## src/design/tpq_pkg.sv

```systemverilog
`timescale 1ns / 1ps
// Shared types, codes and defaults for the two-tier priority slot queue.
package tpq_pkg;

  localparam int unsigned QUEUE_DEPTH_DEF = 16;

  typedef enum logic [2:0] {
    FN_INSERT  = 3'd0,
    FN_POP     = 3'd1,
    FN_REMOVE  = 3'd2,
    FN_PROMOTE = 3'd3,
    FN_FIND    = 3'd4
  } func_t;

  typedef enum logic [1:0] {
    ST_OK       = 2'd0,
    ST_FULL     = 2'd1,
    ST_EMPTY    = 2'd2,
    ST_NOTFOUND = 2'd3
  } status_t;

  typedef enum logic [2:0] {
    S_IDLE,
    S_INS,
    S_DEL,
    S_RESTART,
    S_DONE
  } seq_state_t;

  typedef struct packed {
    logic        urg;
    logic [15:0] pri;
    logic [9:0]  id;
  } entry_t;

  typedef struct packed {
    logic [2:0]  func;
    logic [9:0]  slot_id;
    logic [15:0] eta_time;
    logic [15:0] takeoff_time;
  } in_item_t;

  typedef struct packed {
    status_t     status;
    logic [9:0]  out_id;
    logic [15:0] out_priority;
    logic        out_urgent;
    logic [4:0]  occupancy;
  } res_t;

endpackage

```

## src/design/tpq_if.sv

```systemverilog
`timescale 1ns / 1ps
// Valid/ready channel interfaces for requests and results.
interface tpq_in_if;
  logic        valid;
  logic        ready;
  logic [2:0]  func;
  logic [9:0]  slot_id;
  logic [15:0] eta_time;
  logic [15:0] takeoff_time;

  modport source (output valid, func, slot_id, eta_time, takeoff_time, input ready);
  modport sink (input valid, func, slot_id, eta_time, takeoff_time, output ready);
endinterface

interface tpq_out_if;
  logic        valid;
  logic        ready;
  logic [1:0]  status;
  logic [9:0]  out_id;
  logic [15:0] out_priority;
  logic        out_urgent;
  logic [4:0]  occupancy;

  modport source (output valid, status, out_id, out_priority, out_urgent, occupancy,
                  input ready);
  modport sink (input valid, status, out_id, out_priority, out_urgent, occupancy,
                output ready);
endinterface

```

## src/design/tpq_mem.sv

```systemverilog
`timescale 1ns / 1ps
// Entry store: one write port, one read port with registered read data.
module tpq_mem import tpq_pkg::*; #(
  parameter int unsigned QUEUE_DEPTH = QUEUE_DEPTH_DEF,
  localparam int unsigned AW = (QUEUE_DEPTH > 1) ? $clog2(QUEUE_DEPTH) : 1
) (
  input  logic          clk,
  input  logic          we,
  input  logic [AW-1:0] waddr,
  input  entry_t        wdata,
  input  logic [AW-1:0] raddr,
  output entry_t        rdata
);

  entry_t mem [QUEUE_DEPTH];
  entry_t rdata_r;

  always_ff @(posedge clk) begin
    if (we) begin
      mem[waddr] <= wdata;
    end
  end

  always_ff @(posedge clk) begin
    rdata_r <= mem[raddr];
  end

  assign rdata = rdata_r;

endmodule

```

## src/design/tpq_seq.sv

```systemverilog
`timescale 1ns / 1ps
// Sequencer: streams the queue through the store, inserting or closing gaps.
module tpq_seq import tpq_pkg::*; #(
  parameter int unsigned QUEUE_DEPTH = QUEUE_DEPTH_DEF,
  localparam int unsigned AW = (QUEUE_DEPTH > 1) ? $clog2(QUEUE_DEPTH) : 1,
  localparam int unsigned CW = $clog2(QUEUE_DEPTH + 1)
) (
  input  logic          clk,
  input  logic          rst_n,
  input  logic          in_valid,
  output logic          in_ready,
  input  in_item_t      in_item,
  output logic          res_valid,
  input  logic          res_ready,
  output res_t          res,
  output logic          mem_we,
  output logic [AW-1:0] mem_waddr,
  output entry_t        mem_wdata,
  output logic [AW-1:0] mem_raddr,
  input  entry_t        mem_rdata
);

  seq_state_t state_r, state_nxt;
  func_t      op_r, op_nxt;
  logic [9:0] id_r, id_nxt;
  entry_t     ent_r, ent_nxt;
  entry_t     carry_r, carry_nxt;
  logic       placed_r, placed_nxt;
  logic       found_r, found_nxt;
  logic [CW-1:0] idx_r, idx_nxt;
  logic [CW-1:0] count_r, count_nxt;
  status_t    status_r, status_nxt;

  logic [CW-1:0] idx_plus, idx_minus;
  logic [15:0]   pri_in;
  logic          is_full, is_empty;
  logic          ins_end, ins_fits, ins_take;
  logic          del_last, del_match, del_hit;
  entry_t        hit_ent;

  assign idx_plus  = idx_r + CW'(1);
  assign idx_minus = idx_r - CW'(1);
  assign pri_in    = (in_item.eta_time > in_item.takeoff_time) ?
                     in_item.eta_time : in_item.takeoff_time;
  assign is_full   = (count_r == CW'(QUEUE_DEPTH));
  assign is_empty  = (count_r == '0);

  // Insert pass: place before first entry of the same tier not below it,
  // skipping past the urgent prefix for a non-urgent entry.
  assign ins_end  = (idx_r == count_r);
  assign ins_fits = ent_r.urg ? (!mem_rdata.urg || (mem_rdata.pri >= ent_r.pri))
                              : (!mem_rdata.urg && (mem_rdata.pri >= ent_r.pri));
  assign ins_take = !placed_r && (ins_end || ins_fits);

  assign del_last  = (idx_r == idx_minus + CW'(1)) && (idx_r == count_r - CW'(1));
  assign del_match = (op_r == FN_POP) ? (idx_r == '0) : (mem_rdata.id == id_r);
  assign del_hit   = !found_r && del_match;
  assign hit_ent   = del_hit ? mem_rdata : ent_r;

  always_ff @(posedge clk) begin
    if (!rst_n) begin
      state_r <= S_IDLE;
      count_r <= '0;
    end else begin
      state_r <= state_nxt;
      count_r <= count_nxt;
    end
  end

  always_ff @(posedge clk) begin
    op_r     <= op_nxt;
    id_r     <= id_nxt;
    ent_r    <= ent_nxt;
    carry_r  <= carry_nxt;
    placed_r <= placed_nxt;
    found_r  <= found_nxt;
    idx_r    <= idx_nxt;
    status_r <= status_nxt;
  end

  always_comb begin
    state_nxt  = state_r;
    op_nxt     = op_r;
    id_nxt     = id_r;
    ent_nxt    = ent_r;
    carry_nxt  = carry_r;
    placed_nxt = placed_r;
    found_nxt  = found_r;
    idx_nxt    = idx_r;
    count_nxt  = count_r;
    status_nxt = status_r;
    mem_we     = 1'b0;
    mem_waddr  = idx_r[AW-1:0];
    mem_wdata  = ent_r;
    mem_raddr  = idx_plus[AW-1:0];
    in_ready   = 1'b0;
    res_valid  = 1'b0;

    case (state_r)
      S_IDLE: begin
        in_ready   = 1'b1;
        mem_raddr  = '0;
        if (in_valid) begin
          op_nxt     = func_t'(in_item.func);
          id_nxt     = in_item.slot_id;
          ent_nxt    = '{urg: 1'b0, pri: pri_in, id: in_item.slot_id};
          placed_nxt = 1'b0;
          found_nxt  = 1'b0;
          idx_nxt    = '0;
          status_nxt = ST_OK;
          case (func_t'(in_item.func))
            FN_INSERT: begin
              if (is_full) begin
                status_nxt = ST_FULL;
                state_nxt  = S_DONE;
              end else begin
                state_nxt = S_INS;
              end
            end
            FN_POP: begin
              if (is_empty) begin
                status_nxt = ST_EMPTY;
                state_nxt  = S_DONE;
              end else begin
                state_nxt = S_DEL;
              end
            end
            FN_REMOVE, FN_PROMOTE, FN_FIND: begin
              if (is_empty) begin
                status_nxt = ST_NOTFOUND;
                state_nxt  = S_DONE;
              end else begin
                state_nxt = S_DEL;
              end
            end
            default: state_nxt = S_DONE;
          endcase
        end
      end

      S_INS: begin
        // write slot i while slot i+1 is being read
        mem_we     = ins_take || placed_r;
        mem_wdata  = placed_r ? carry_r : ent_r;
        carry_nxt  = mem_rdata;
        placed_nxt = placed_r || ins_take;
        if (ins_end) begin
          count_nxt = count_r + CW'(1);
          state_nxt = S_DONE;
        end else begin
          idx_nxt = idx_plus;
        end
      end

      S_DEL: begin
        // entries past the hit move down one slot; find writes nothing
        mem_we    = found_r && (op_r != FN_FIND);
        mem_waddr = idx_minus[AW-1:0];
        mem_wdata = mem_rdata;
        if (del_hit) begin
          ent_nxt   = mem_rdata;
          found_nxt = 1'b1;
        end
        if (del_last) begin
          if (!(found_r || del_hit)) begin
            status_nxt = ST_NOTFOUND;
            state_nxt  = S_DONE;
          end else if (op_r == FN_FIND) begin
            state_nxt = S_DONE;
          end else begin
            count_nxt = count_r - CW'(1);
            if (op_r == FN_PROMOTE) begin
              ent_nxt   = '{urg: 1'b1, pri: hit_ent.pri, id: hit_ent.id};
              state_nxt = S_RESTART;
            end else begin
              state_nxt = S_DONE;
            end
          end
        end else begin
          idx_nxt = idx_plus;
        end
      end

      S_RESTART: begin
        // last gap-closing write has landed; start the reinsert at the head
        mem_raddr  = '0;
        idx_nxt    = '0;
        placed_nxt = 1'b0;
        state_nxt  = S_INS;
      end

      S_DONE: begin
        res_valid = 1'b1;
        if (res_ready) begin
          state_nxt = S_IDLE;
        end
      end

      default: state_nxt = S_IDLE;
    endcase
  end

  logic show_ent;
  assign show_ent = (status_r == ST_OK) && ((op_r == FN_POP) || (op_r == FN_FIND));

  always_comb begin
    res.status       = status_r;
    res.out_id       = show_ent ? ent_r.id : '0;
    res.out_priority = show_ent ? ent_r.pri : '0;
    res.out_urgent   = show_ent ? ent_r.urg : 1'b0;
    res.occupancy    = 5'(count_r);
  end

endmodule

```

## src/design/tpq_out.sv

```systemverilog
`timescale 1ns / 1ps
// Result register: holds one finished result until the sink takes it.
module tpq_out import tpq_pkg::*; (
  input  logic clk,
  input  logic rst_n,
  input  logic res_valid,
  output logic res_ready,
  input  res_t res,
  output logic out_valid,
  input  logic out_ready,
  output res_t out_res
);

  logic out_valid_r;
  res_t out_res_r;

  assign res_ready = !out_valid_r || out_ready;

  always_ff @(posedge clk) begin
    if (!rst_n) begin
      out_valid_r <= 1'b0;
    end else if (res_valid && res_ready) begin
      out_valid_r <= 1'b1;
    end else if (out_ready) begin
      out_valid_r <= 1'b0;
    end
  end

  always_ff @(posedge clk) begin
    if (res_valid && res_ready) begin
      out_res_r <= res;
    end
  end

  assign out_valid = out_valid_r;
  assign out_res   = out_res_r;

endmodule

```

## src/design/two_tier_priority_slot_queue_core.sv

```systemverilog
`timescale 1ns / 1ps
// Top level of the two-tier priority slot queue.
//
//   channel   dir  handshake          payload
//   in_chan   in   valid/ready        func, slot_id, eta_time, takeoff_time
//   out_chan  out  valid/ready        status, out_id, out_priority, out_urgent, occupancy
//
// One transaction at a time; each pass streams the queue through the store,
// one entry per cycle. Promote runs a remove pass then a reinsert pass;
// full/empty rejects and unknown codes skip the passes. Reset (synchronous,
// rst_n low) empties the queue; the store is not cleared. A stalled result
// sits in the output register while the next transaction is taken in.
module two_tier_priority_slot_queue_core import tpq_pkg::*; #(
  parameter int unsigned QUEUE_DEPTH = QUEUE_DEPTH_DEF
) (
  input logic       clk,
  input logic       rst_n,
  tpq_in_if.sink    in_chan,
  tpq_out_if.source out_chan
);

  localparam int unsigned AW = (QUEUE_DEPTH > 1) ? $clog2(QUEUE_DEPTH) : 1;

  in_item_t      in_item;
  res_t          res, out_res;
  logic          res_valid, res_ready;
  logic          mem_we;
  logic [AW-1:0] mem_waddr, mem_raddr;
  entry_t        mem_wdata, mem_rdata;

  assign in_item = '{func: in_chan.func, slot_id: in_chan.slot_id,
                     eta_time: in_chan.eta_time, takeoff_time: in_chan.takeoff_time};

  tpq_seq #(.QUEUE_DEPTH(QUEUE_DEPTH)) u_seq (
    .clk       (clk),
    .rst_n     (rst_n),
    .in_valid  (in_chan.valid),
    .in_ready  (in_chan.ready),
    .in_item   (in_item),
    .res_valid (res_valid),
    .res_ready (res_ready),
    .res       (res),
    .mem_we    (mem_we),
    .mem_waddr (mem_waddr),
    .mem_wdata (mem_wdata),
    .mem_raddr (mem_raddr),
    .mem_rdata (mem_rdata)
  );

  tpq_mem #(.QUEUE_DEPTH(QUEUE_DEPTH)) u_mem (
    .clk   (clk),
    .we    (mem_we),
    .waddr (mem_waddr),
    .wdata (mem_wdata),
    .raddr (mem_raddr),
    .rdata (mem_rdata)
  );

  tpq_out u_out (
    .clk       (clk),
    .rst_n     (rst_n),
    .res_valid (res_valid),
    .res_ready (res_ready),
    .res       (res),
    .out_valid (out_chan.valid),
    .out_ready (out_chan.ready),
    .out_res   (out_res)
  );

  assign out_chan.status       = out_res.status;
  assign out_chan.out_id       = out_res.out_id;
  assign out_chan.out_priority = out_res.out_priority;
  assign out_chan.out_urgent   = out_res.out_urgent;
  assign out_chan.occupancy    = out_res.occupancy;

  a_busy_after_accept: assert property (@(posedge clk) disable iff (!rst_n)
    (in_chan.valid && in_chan.ready) |=> !in_chan.ready)
    else $error("request taken while a transaction is in flight");

  a_full_occ: assert property (@(posedge clk) disable iff (!rst_n)
    (out_chan.valid && (out_chan.status == ST_FULL)) |-> (out_chan.occupancy == 5'(QUEUE_DEPTH)))
    else $error("full reported with queue not full");

  a_empty_occ: assert property (@(posedge clk) disable iff (!rst_n)
    (out_chan.valid && (out_chan.status == ST_EMPTY)) |-> (out_chan.occupancy == 5'd0))
    else $error("empty reported with entries held");

  a_fail_zero: assert property (@(posedge clk) disable iff (!rst_n)
    (out_chan.valid && (out_chan.status != ST_OK)) |->
      ((out_chan.out_id == '0) && (out_chan.out_priority == '0) && !out_chan.out_urgent))
    else $error("failed transaction carries entry data");

endmodule
```

## src/flat_wrapper.sv

```systemverilog
// flat-port wrapper written by rule: the top's interface ports become plain ports
module two_tier_priority_slot_queue_core_flat import tpq_pkg::*;
#(
  parameter int unsigned QUEUE_DEPTH = QUEUE_DEPTH_DEF
)
  (clk, rst_n, in_chan_valid, in_chan_func, in_chan_slot_id, in_chan_eta_time, in_chan_takeoff_time, in_chan_ready, out_chan_valid, out_chan_status, out_chan_out_id, out_chan_out_priority, out_chan_out_urgent, out_chan_occupancy, out_chan_ready);
  tpq_in_if in_chan_i ();
  tpq_out_if out_chan_i ();
  input logic clk;
  input logic rst_n;
  input wire logic [$bits(in_chan_i.valid)-1:0] in_chan_valid;
  input wire logic [$bits(in_chan_i.func)-1:0] in_chan_func;
  input wire logic [$bits(in_chan_i.slot_id)-1:0] in_chan_slot_id;
  input wire logic [$bits(in_chan_i.eta_time)-1:0] in_chan_eta_time;
  input wire logic [$bits(in_chan_i.takeoff_time)-1:0] in_chan_takeoff_time;
  output wire logic [$bits(in_chan_i.ready)-1:0] in_chan_ready;
  output wire logic [$bits(out_chan_i.valid)-1:0] out_chan_valid;
  output wire logic [$bits(out_chan_i.status)-1:0] out_chan_status;
  output wire logic [$bits(out_chan_i.out_id)-1:0] out_chan_out_id;
  output wire logic [$bits(out_chan_i.out_priority)-1:0] out_chan_out_priority;
  output wire logic [$bits(out_chan_i.out_urgent)-1:0] out_chan_out_urgent;
  output wire logic [$bits(out_chan_i.occupancy)-1:0] out_chan_occupancy;
  input wire logic [$bits(out_chan_i.ready)-1:0] out_chan_ready;
  assign in_chan_i.valid = in_chan_valid;
  assign in_chan_i.func = in_chan_func;
  assign in_chan_i.slot_id = in_chan_slot_id;
  assign in_chan_i.eta_time = in_chan_eta_time;
  assign in_chan_i.takeoff_time = in_chan_takeoff_time;
  assign in_chan_ready = in_chan_i.ready;
  assign out_chan_valid = out_chan_i.valid;
  assign out_chan_status = out_chan_i.status;
  assign out_chan_out_id = out_chan_i.out_id;
  assign out_chan_out_priority = out_chan_i.out_priority;
  assign out_chan_out_urgent = out_chan_i.out_urgent;
  assign out_chan_occupancy = out_chan_i.occupancy;
  assign out_chan_i.ready = out_chan_ready;
  two_tier_priority_slot_queue_core #(.QUEUE_DEPTH(QUEUE_DEPTH)) u_core (.clk(clk), .rst_n(rst_n), .in_chan(in_chan_i), .out_chan(out_chan_i));
endmodule
```

## config.mk

```make
export PLATFORM = sky130hd
export DESIGN_NAME = two_tier_priority_slot_queue_core_flat
export DESIGN_NICKNAME = d
export VERILOG_FILES = /design/src/design/tpq_pkg.sv /design/src/design/tpq_if.sv /design/src/design/tpq_mem.sv /design/src/design/tpq_seq.sv /design/src/design/tpq_out.sv /design/src/design/two_tier_priority_slot_queue_core.sv /design/src/flat_wrapper.sv
export SDC_FILE = /design/constraint.sdc
export NUM_CORES = 1
export LEC_CHECK = 0
export BUFFER_PORTS_ARGS = -buffer_cell sky130_fd_sc_hd__buf_2
export CAP_MARGIN = 20
export CORE_MARGIN = 5
export CORE_UTILIZATION = 40
export CTS_BUF_LIST = sky130_fd_sc_hd__clkbuf_2
export DETAILED_ROUTE_END_ITERATION = 10
export PLACE_DENSITY = 0.65
export SYNTH_ARGS = -nofsm -noshare
export SYNTH_HDL_FRONTEND = slang
export SYNTH_SLANG_ARGS = --single-unit
```

## constraint.sdc

```tcl
create_clock -name clk -period 5.8 [get_ports clk]
set_input_delay 0.87 -clock clk [delete_from_list [all_inputs] [get_ports clk]]
set_output_delay 0.87 -clock clk [all_outputs]
set_load 0.1 [all_outputs]
```

==> results.yml <==
status:
  outcome: "finished, violations left"
  violations: "design-rule violations"
sta:
  drv_slew: 0
  period_share_pct: 62.34
  post-route-min-period_ns: 3.616
  setup_tns_ns: 0
  finalSetupViolCount: 0
  fmax_ghz: 0.2766
  slew_headroom_pct: 25.48
  hold_viol: 0
  rsz0062_at_grt: "false"
  worst_pin_slew_ns: 1.118
  clock_skew_ns: 0.07789
cts:
  cts_tree: "yes"
  ctsHoldBuffers: 22
  postCtsSetupBuffers: 0
  clockBufferDepth: 3
  cts_resized: 0
  cts.sinks: 578
  cts_buffers: 141
  clkTransAtPathRegs_ns: 0.11
  h-tree-depth: 4
  cts_root_buf: "clkbuf_2"
  clk_latency_ns: 1.12
setup_path:
  critPathArrivalTime_ns: 4.39
  crit_type: "flip-flop to flip-flop"
  required_ns: 6.58
  startpoint_type: "flip-flop"
  path_max_fanout: 38
  endpoint_kind: "flip-flop"
  regToRegSetupSlack_ns: 2.18
  rr_worst_depth: 6
synth:
  synth.distinct_cells: 69
  synth_nets: 1723
  synth.avg_cell_area_um2: 14.74
  syn_area_um2: 24150
  async_flop_share_pct: 0
  yosys_warnings: 0
  synth_edf_count: 542
  ys_ff_latch: 578
  synth-seq-area-share_pct: 70.39
  ys.flop_type: "edfxtp_1"
  syn_inst: 1638
grt:
  grtUsageMet1_pct: 22.42
  busiest_layer: "met2"
  grt_overflow_total: 0
  grt_use_met3_pct: 4.341
  grtUsageTotal_pct: 18.01
  use_met2_pct: 30.97
  grt_max_degree: 121
  antenna_found_initial: 1
  grt_pass1_vias: 15340
  grt_pass1_wl_mm: 91.47
cells_and_area:
  area_growth_pct: 12.42
  fillers: 5315
  multi_input_area_um2: 6661
  fin_nets: 1909
  regArea_um2: 17000
  drive_above_1_share_pct: 22.10
floorplan:
  ios: 85
  rows: 90
  initial_core_util_pct: 40.23
  die_y_um: 255.7
  die_w_um: 255.7
  die_area_um2: 65380
  core_um2: 60020
pwr:
  leakage_nw: 9.743
  power_density_nw_per_um2: 317.0
  power.total_mw: 8.605
  ir_worst_vdd_uv: 111.4
routing:
  dr.pass1.iters: 9
  drc: 1
  via_count: 15160
  wl_per_cell_um: 22.41
  ant_nets: 0
  routed_wl_mm: 61.04
  initialDrtViolationCount: 1119
  vias_per_cell: 5.566
placement:
  port_buffers: 84
  place_hpwl_mm: 34.67
  gp_congestion: 0.8203
min_path:
  hold_path_depth: 2
  hp-class: "input pin to flip-flop"
flow_run:
  max_cap_violations: 0
[cells in the final DEF (no fill, tap or decap), types with 7 or more instances in the layout]
cell           Yosys  final
a21o_1             7      7
a21oi_1           24     24
a221o_1           14     14
a22o_1            11     11
a22oi_1           27     27
a32o_1            55     55
a32oi_1           28     28
and2_1            32     31
and3_1            17     17
buf_2             30     84
buf_4              8     37
clkbuf_2           1    221
clkinv_1           0     24
dfxtp_1           36     36
dlygate4sd3_1      0     22
edfxtp_1         542    542
ha_1              36     36
inv_1             47     47
inv_2              1      8
mux2_2            28     28
mux2i_1          118    118
nand2_1          241    240
nand2b_1           8      8
nand3_1           14     13
nand4_1           35     35
nor2_1            30     29
nor2b_1           11     11
nor3_2             0     17
o2111ai_1         28     28
o21ai_0            8      7
o221ai_1          29     28
xnor2_1           17     17
xor2_1             7      7
[Yosys cell counts (all sizes together), types with 4 or more instances]
master / number / area (um2)
nor3: 23 / 126.4
a32oi: 28 / 245.2
dfxtp: 36 / 720.7
a211oi: 4 / 35.03
or2: 5 / 31.28
and3: 17 / 106.4
clkbuf: 54 / 203.9
xnor2: 17 / 148.9
a32o: 55 / 550.5
mux2: 28 / 315.3
inv: 48 / 180.2
a221o: 14 / 140.1
nand3: 14 / 70.07
and2: 32 / 200.2
nand4: 35 / 219.0
a31oi: 4 / 25.02
buf: 48 / 255.2
o2111ai: 28 / 245.2
a2111oi: 4 / 43.79
a22oi: 27 / 202.7
a21oi: 24 / 120.1
o21ai: 10 / 50.05
xor2: 7 / 61.31
nor2b: 11 / 68.82
mux2i: 118 / 1181
a21o: 7 / 52.55
ha: 36 / 450.4
nor2: 30 / 112.6
edfxtp: 542 / 16280
a22o: 11 / 96.34
nand2: 241 / 904.6
o221ai: 29 / 254.0
nand2b: 8 / 50.05
[worst max-delay path: stages (launching register included)]
cell and delay, ns:
dfxtp_1 0.60, or3_4 0.50, inv_1 0.38, buf_4 0.42, nor2_4 0.69, nand2_1 0.27, nand2_1 0.47
[stage by stage]
step | hold slack (ns) | setup slack, ns | util, % | cells | instance area, um2
final | 0.1376 | 2.184 | 45.23 | 2724 | 27150
after global routing | 0.05977 | 1.933 | 45.23 | 2724 | 27150
after CTS | 0.008682 | 2.130 | 45.22 | 2723 | 27140
after detailed placement | 0.4603 | 2.164 | 42.58 | 2441 | 25550
after global placement | 0.4681 | 2.277 | 42.58 | 2441 | 25550
after floorplan | 0.4029 | 1.703 | - | 1638 | 24150
[layer usage]
layer  wire [um]  vias up
met5           0        -
met1       24160     7518
li1            -     6861
met4        1320        0
met2       30590      673
met3        4966      110
[registers in the layout, indices dropped and copies added, names as in the netlist, 5 cells and up]
name and count:
u_core.u_seq.count_r 5, u_core.u_seq.id_r 10, u_core.u_seq.idx_r 5, u_core.u_mem.mem 432, u_core.u_seq.ent_r 27, u_core.u_mem.rdata 27, u_core.u_out.out_res 34, u_core.u_seq.carry_r 27
[power by group]
part	leakage, nW	total [mW]	switching (mW)	internal, mW
Sequential	5.24	4.87	0.134	4.74
Clock	1.05	2.78	1.59	1.19
Combinational	3.45	0.955	0.654	0.301
Total	9.74	8.61	2.38	6.23
[logic make-up after synthesis]
family,Yosys count,synth area share (%)
and+or+nand+nor,431,8.384
AOI/OAI and AO/OA,273,9.648
DFF,578,70.39
buffers and inverters,150,2.648
adders and majority gates,36,1.865
xor gates and xnor gates,24,0.8705
muxes,146,6.197
[area by class of cell]
| cell class | instances | share of cell area (%) |
|---|---|---|
| diodes | 1 | 0.009218 |
| clock buffers | 221 | 4.074 |
| clock inverters | 39 | 0.9679 |
| inverters | 48 | 0.6637 |
| multi-input cells | 910 | 24.54 |
| flip-flops and latches | 578 | 62.61 |
| well taps | 782 | 3.604 |
| repair buffers | 145 | 3.531 |
[worst paths after layout]
| kind | from | endpoint |
|---|---|---|
| worst min register to register | u_core.u_seq.status_r[1]$_SDFFCE_PP1P_ | u_core.u_out.out_res[33]$_DFFE_PP_ |
| worst max register to register | u_core.u_seq.state_r[2]$_SDFFE_PN0P_ | u_core.u_mem.mem[11][0]$_DFFE_PP_ |
| worst min-delay path | in_chan_eta_time[1] | u_core.u_seq.ent_r[11]$_DFFE_PP_ |
| worst max-delay path | u_core.u_seq.state_r[2]$_SDFFE_PN0P_ | u_core.u_mem.mem[11][0]$_DFFE_PP_ |
(Power assumes the default switching activity.)
